==> src/rtl/srmv_pkg.sv <==
// Shared types, constants and saturation helper for the sparse row matrix-vector engine.
package srmv_pkg;

	localparam int MAX_ROWS    = 1024;
	localparam int MAX_ENTRIES = 2048;
	localparam int VECTOR_LEN  = 1024;

	localparam int ROW_AW   = $clog2(MAX_ROWS);
	localparam int ENT_AW   = $clog2(MAX_ENTRIES);
	localparam int VEC_AW   = $clog2(VECTOR_LEN);
	localparam int RCNT_W   = ROW_AW + 1;
	localparam int ECNT_W   = ENT_AW + 1;
	localparam int VCNT_W   = VEC_AW + 1;

	localparam int CFG_W    = 11;
	localparam int CFG_IW   = 2;

	typedef enum logic [1:0] {
		ACT_ADD     = 2'd0,
		ACT_LOAD    = 2'd1,
		ACT_COMPUTE = 2'd2,
		ACT_CLEAR   = 2'd3
	} action_t;

	typedef enum logic [1:0] {
		STAT_OK    = 2'd0,
		STAT_RANGE = 2'd1,
		STAT_FULL  = 2'd2,
		STAT_EMPTY = 2'd3
	} status_t;

	typedef enum logic [CFG_IW-1:0] {
		REG_NUM_ROWS = 2'd0,
		REG_NUM_COLS = 2'd1,
		REG_IN_PLACE = 2'd2
	} cfg_reg_t;

	typedef struct packed {
		logic [1:0]         action;
		logic [9:0]         row;
		logic [9:0]         column;
		logic signed [31:0] value;
	} in_item_t;

	typedef struct packed {
		logic [1:0]         status;
		logic [9:0]         row_index;
		logic signed [31:0] sum;
		logic               last;
		logic               saturated;
	} out_item_t;

	typedef struct packed {
		logic signed [31:0] v;
		logic               sat;
	} sat_res_t;

	localparam logic signed [48:0] Q_MAX = 49'sd2147483647;
	localparam logic signed [48:0] Q_MIN = -49'sd2147483648;

	// clip a wide sum into the Q16.16 word
	function automatic sat_res_t sat_q32(input logic signed [48:0] s);
		sat_res_t r;
		if (s > Q_MAX) begin
			r.v   = 32'sh7FFFFFFF;
			r.sat = 1'b1;
		end else if (s < Q_MIN) begin
			r.v   = 32'sh80000000;
			r.sat = 1'b1;
		end else begin
			r.v   = s[31:0];
			r.sat = 1'b0;
		end
		return r;
	endfunction

endpackage

==> src/rtl/srmv_mac.sv <==
// Shared multiply-accumulate unit: registered Q16.16 product, saturating accumulator.
module srmv_mac (
	input  logic               clk,
	input  logic               arst_n,
	input  logic               clr,
	input  logic               mul_en,
	input  logic               acc_en,
	input  logic signed [31:0] a,
	input  logic signed [31:0] b,
	output logic signed [31:0] acc,
	output logic               sat
);

	logic signed [63:0] prod;
	logic signed [47:0] prod_s1;
	logic signed [31:0] acc_q;
	logic               sat_q;
	srmv_pkg::sat_res_t nxt;

	assign prod = a * b;
	// floor(p / 2^16) is the arithmetic shift
	assign nxt  = srmv_pkg::sat_q32({{17{acc_q[31]}}, acc_q} + {prod_s1[47], prod_s1});

	always_ff @(posedge clk) begin
		if (mul_en) begin
			prod_s1 <= prod[63:16];
		end
	end

	always_ff @(posedge clk or negedge arst_n) begin
		if (!arst_n) begin
			acc_q <= '0;
			sat_q <= 1'b0;
		end else if (clr) begin
			acc_q <= '0;
			sat_q <= 1'b0;
		end else if (acc_en) begin
			acc_q <= nxt.v;
			sat_q <= sat_q | nxt.sat;
		end
	end

	assign acc = acc_q;
	assign sat = sat_q;

endmodule

==> config.mk <==
export PLATFORM = sky130hd
export DESIGN_NAME = srmv_mac
export DESIGN_NICKNAME = d
export VERILOG_FILES = /design/src/rtl/srmv_pkg.sv /design/src/rtl/srmv_mac.sv
export SDC_FILE = /design/constraint.sdc
export NUM_CORES = 2
export LEC_CHECK = 0
export BUFFER_PORTS_ARGS = -buffer_cell sky130_fd_sc_hd__buf_4
export CORE_MARGIN = 2
export CORE_UTILIZATION = 45
export DETAILED_ROUTE_END_ITERATION = 7
export PLACE_DENSITY_LB_ADDON = 0.15
export SLEW_MARGIN = 20
export SYNTH_ARGS = -nofsm -noshare
export SYNTH_HDL_FRONTEND = slang
export SYNTH_SLANG_ARGS = --single-unit
==> constraint.sdc <==
create_clock -name clk -period 4.6 [get_ports clk]
set_input_delay 0.92 -clock clk [delete_from_list [all_inputs] [get_ports clk]]
set_output_delay 0.92 -clock clk [all_outputs]
set_load 0.005 [all_outputs]
### Yosys cells after proc, flatten, opt, wreduce, memory -nomap -nowiden

Index checks and enable logic that the tools add are counted.

* add/sub/neg operators: 1
* multiply operators: 1
* divide/modulo/power cells: 0
* magnitude comparators: 2
* eq/ne operators: 0
* shifts and indexed selects: 0
* muxes and demuxes: 6
* bitwise logic cells: 1
* reductions and logical operators: 1

Operator list (number)
* 33-bit two-way mux: 2
* 32-bit by 32-bit multiplier with 64-bit output: 1
* 32-bit two-way mux: 2
* 32-bit by 48-bit adder with 49-bit output: 1
* 49-bit by 32-bit > comparator with 1-bit output (second input constant): 1
* 49-bit by 32-bit < comparator with 1-bit output (second input constant): 1
* 1-bit two-way mux: 2
* 2-bit nonzero test: 1
* 1-bit bitwise OR: 1

* bits in registers: 81
* bits in latches: 0
* memory bits (writable): 0
* bits in read-only memories: 0
* input bits: 69
* output and inout port bits: 33
* memories kept: 0

### Depth between registers and ports, before layout

* depth in word-level cells: 7
* gate-level depth with buffers: 29
* gate-level depth less buffers: 28

### Worst setup path before layout

OpenSTA, ideal clock, no wires.

* path type: in2reg
* start point: in a[31]
* end point: reg prod_s1[47], data pin
* setup time: 266 ps
* arrival: 8199 ps
* required time: 4334 ps
* slack: -3865 ps
* cell stages on the path: 28
* path buffers: 1
* cells stage by stage: clkbuf_1 > nand2_1 > inv_1 > fa_1 > inv_1 > fa_1 > inv_1 > fa_1 > fa_1 > inv_1 > fa_1 > inv_1 > fa_1 > inv_1 > fa_1 > inv_1 > fa_1 > ha_1 > a21o_1 > a21o_1 > a21o_1 > a21o_1 > a21oi_1 > o21ai_0 > o2bb2ai_1 > a41o_1 > o41ai_1 > xnor2_1

* word-level cells in the longest chain between the ends: 1

RTL lines
* start, declared: line srmv_mac.sv:8 `input logic signed [31:0] a,`
* 32-bit by 32-bit multiplier with 64-bit output: line srmv_mac.sv:20 `assign prod = a * b;`
* named net prod[63]: line srmv_mac.sv:14 `logic signed [63:0] prod;`
* end signal, assigned: line srmv_mac.sv:26 `prod_s1 <= prod[63:16];`
* end, declared: line srmv_mac.sv:15 `logic signed [47:0] prod_s1;`

The timed path passes the listed nets, and every way through them passes these cells.
A chain may end at the register's enable or synchronous reset.

### Worst setup path after layout

* start point: in a[13]
* end point: reg prod_s1[46], data pin

Same word-level chain as after synthesis.

==> metrics.txt <==
IO Count 102; Final Hold Fails 0; total core area 90400 sq um; CTS tree yes; Post-Syn Instances 4348; hold buffer count at cts 0; number of global-route vias before repair 33300; Post-Synthesis Cell Area 41200 sq um; Core Util, Final 0.547; Synth Register Bits 81; Max-Cap Viols 0; grt total ovfl 0; per-cell routed wire length 20.5 microns; dominant synthesized flop cell edfxtp_1; Die Height 307 microns; number of detailed-route iterations in the first pass 5; R2R Path End acc[3]; CTS buffer count 9; Synth top cells by count fa_1, inv_1, nand2_1, and2_1, ha_1; post-synthesis mux area share 0.000243; area grow syn2layout 20.2%; crit-path max cell delay 560 ps; post-synth top area cell fa_1; Fill cells 8159; DP HPWL 107000 microns; Post-synth EDFFs 48; RSZ-0062 raised after global routing yes; post-synthesis average cell area 9.47 sq um; Worst-Margin Slew 1020 ps; Worst setup EP type register; # clock sinks 81; width of the chip 307 microns; DR DRC count 0; Hold Crit Class primary input to async pin; placed cells 5879; multi-input logic area 35700 sq um; largest family of logic cells by synthesized area adder cells; Worst Path Arrival 7820 ps; yosys warns 0; worst path required time 4710 ps; run status complete, but fails checks; WS Path Type primary input to register; period utilization 1.68; Synth Area in Simple Gates 0.158; register area share after synthesis 0.0550; setup slack, reg-to-reg 420 ps; FP Rows 110; Clock Skews 5.96 ps; failing checks negative setup slack; FF-to-FF Start acc[0]; minimum clock period 7720 ps; post-route ant nets 0; worst skew pair latency 350 ps; Clock Path Buffers 2; GPL Wtd Cong 0.926; fin nets 6150; top-area cell type share of the netlist area 0.526; Synth Area in XOR/XNOR 0.0204; Slew headroom 0.316; Crit path top cell by count fa_1; vias post-DR 30600; Syn Nets 5727; Reg2Reg Depth 15; Finish-stage setup viols 48; Slew Limit Fails 0; H-tree levels 3; Distinct cells, synth 79; first-pass GRT wire length 194000 microns; Synth Area in Compound Gates 0.0599; Initial Util 0.455; total wire length 122000 microns; pin count of the biggest net entering global routing 49; antenna violations before repair 3; Final WS setup -3120 ps; Total GRT Usage 0.270; Worst setup startpoint a[13]; die area 94000 sq um; clk slew on worst S/H paths 60 ps; Critical Path Sink prod_s1[46]; count leader, synth fa_1; critical path peak fanout 6; Root Buffer clkbuf_16; adder-cell share of the synthesized area 0.595; Critical Path Start Type primary input; via/cell ratio 5.14; fmax 130 MHz; Layout Cells excl Fill 5953; slowest CP cell fa_1; dominant cells by area after synthesis fa_1, inv_1, and2_1; sequential cell area 2270 sq um; detailed router's first-iteration violation count 1801; IO Port Bufs 101; share of cells above drive strength 1 0.206; asr flop ratio synth 0.407
-- layout make-up --
cell class / count / share of cell area
multi-input cells: 3068 / 0.722
repair buffers: 631 / 0.122
inverters: 980 / 0.0744
flip-flops and latches: 81 / 0.0458
well taps: 1176 / 0.0297
clock buffers: 9 / 0.00455
clock inverters: 7 / 0.00238
diodes: 1 / 0.0000505
-- sequential cells by signal (all words and copies together) (netlist names) --
name     count
prod_s1     48
acc         32
sat          1
-- through the flow --
step / hold WS, ps / setup slack, ps / area [sq um] / setup TNS [ps]
floorplan: 508 / -3550 / 42100 / -119050
finish: 493 / -3120 / 49500 / -127460
global placement: 533 / -3650 / 47100 / -148690
CTS: 497 / -3130 / 48600 / -126520
detailed placement: 536 / -3780 / 47100 / -152070
global route: 530 / -3310 / 49500 / -136060
-- cell usage in the layout, fill, tap and decap left out, drive strengths merged, types with 12 or more instances in the layout --
master / n
fa: 1082
inv: 980
buf: 627
nand2: 558
and2: 509
ha: 228
nor2: 101
a21oi: 94
xnor2: 61
o21ai: 58
edfxtp: 48
a21o: 40
xor2: 34
dfrtp: 33
a221o: 32
nand4: 26
nor3: 22
and3: 17
o21a: 16
a211oi: 16
nand2b: 15
nor2b: 15
a31oi: 15
nand3: 13
o21bai: 12
o211ai: 12
-- timing repair --
action / CTS / global route
setup endpoints to repair: 48 / 48
buffers inserted: 38 / 20
hold endpoints to repair: 0 / 0
pin swaps: 124 / 104
cloned: 4 / 2
resized for setup: 219 / 204
-- worst min-delay path by stage --
stage | startpoint | slack [ps] | end
floorplan | sat | 510 | sat
global placement | sat | 530 | sat
detailed placement | sat | 540 | sat
CTS | arst_n | 500 | acc[0]
global route | arst_n | 530 | acc[5]
finish | arst_n | 490 | acc[5]
-- kinds of logic (layout without fill, tap and decap cells) --
group,after synthesis,in the layout
xor+xnor,95,95
simple gates,1306,1306
mux,1,1
other cells,0,1
compound gates,356,356
buf+inv,1199,1627
fa+ha+maj,1310,1310
flops,81,81
-- per-layer routing --
layer / up-vias / routed length (microns) / track usage
li1: 13800 / - / -
met1: 15800 / 55000 / 0.392
met2: 859 / 55900 / 0.434
met3: 128 / 8780 / 0.0436
met4: 4 / 2550 / 0.0487
met5: - / 27 / 0
-- critical path: cells and delay by family --
family                   cells  cell delay (ps)
AO/OA/AOI/OAI                7             1250
AND/OR/NAND/NOR              3              450
adder cells (fa/ha/maj)      9             4300
buffers and inverters        6              740
XOR/XNOR                     1              120
Power is left out: the tool's default activity adds up to more than one toggle a clock period on the data nets, which glitch-free logic cannot reach.
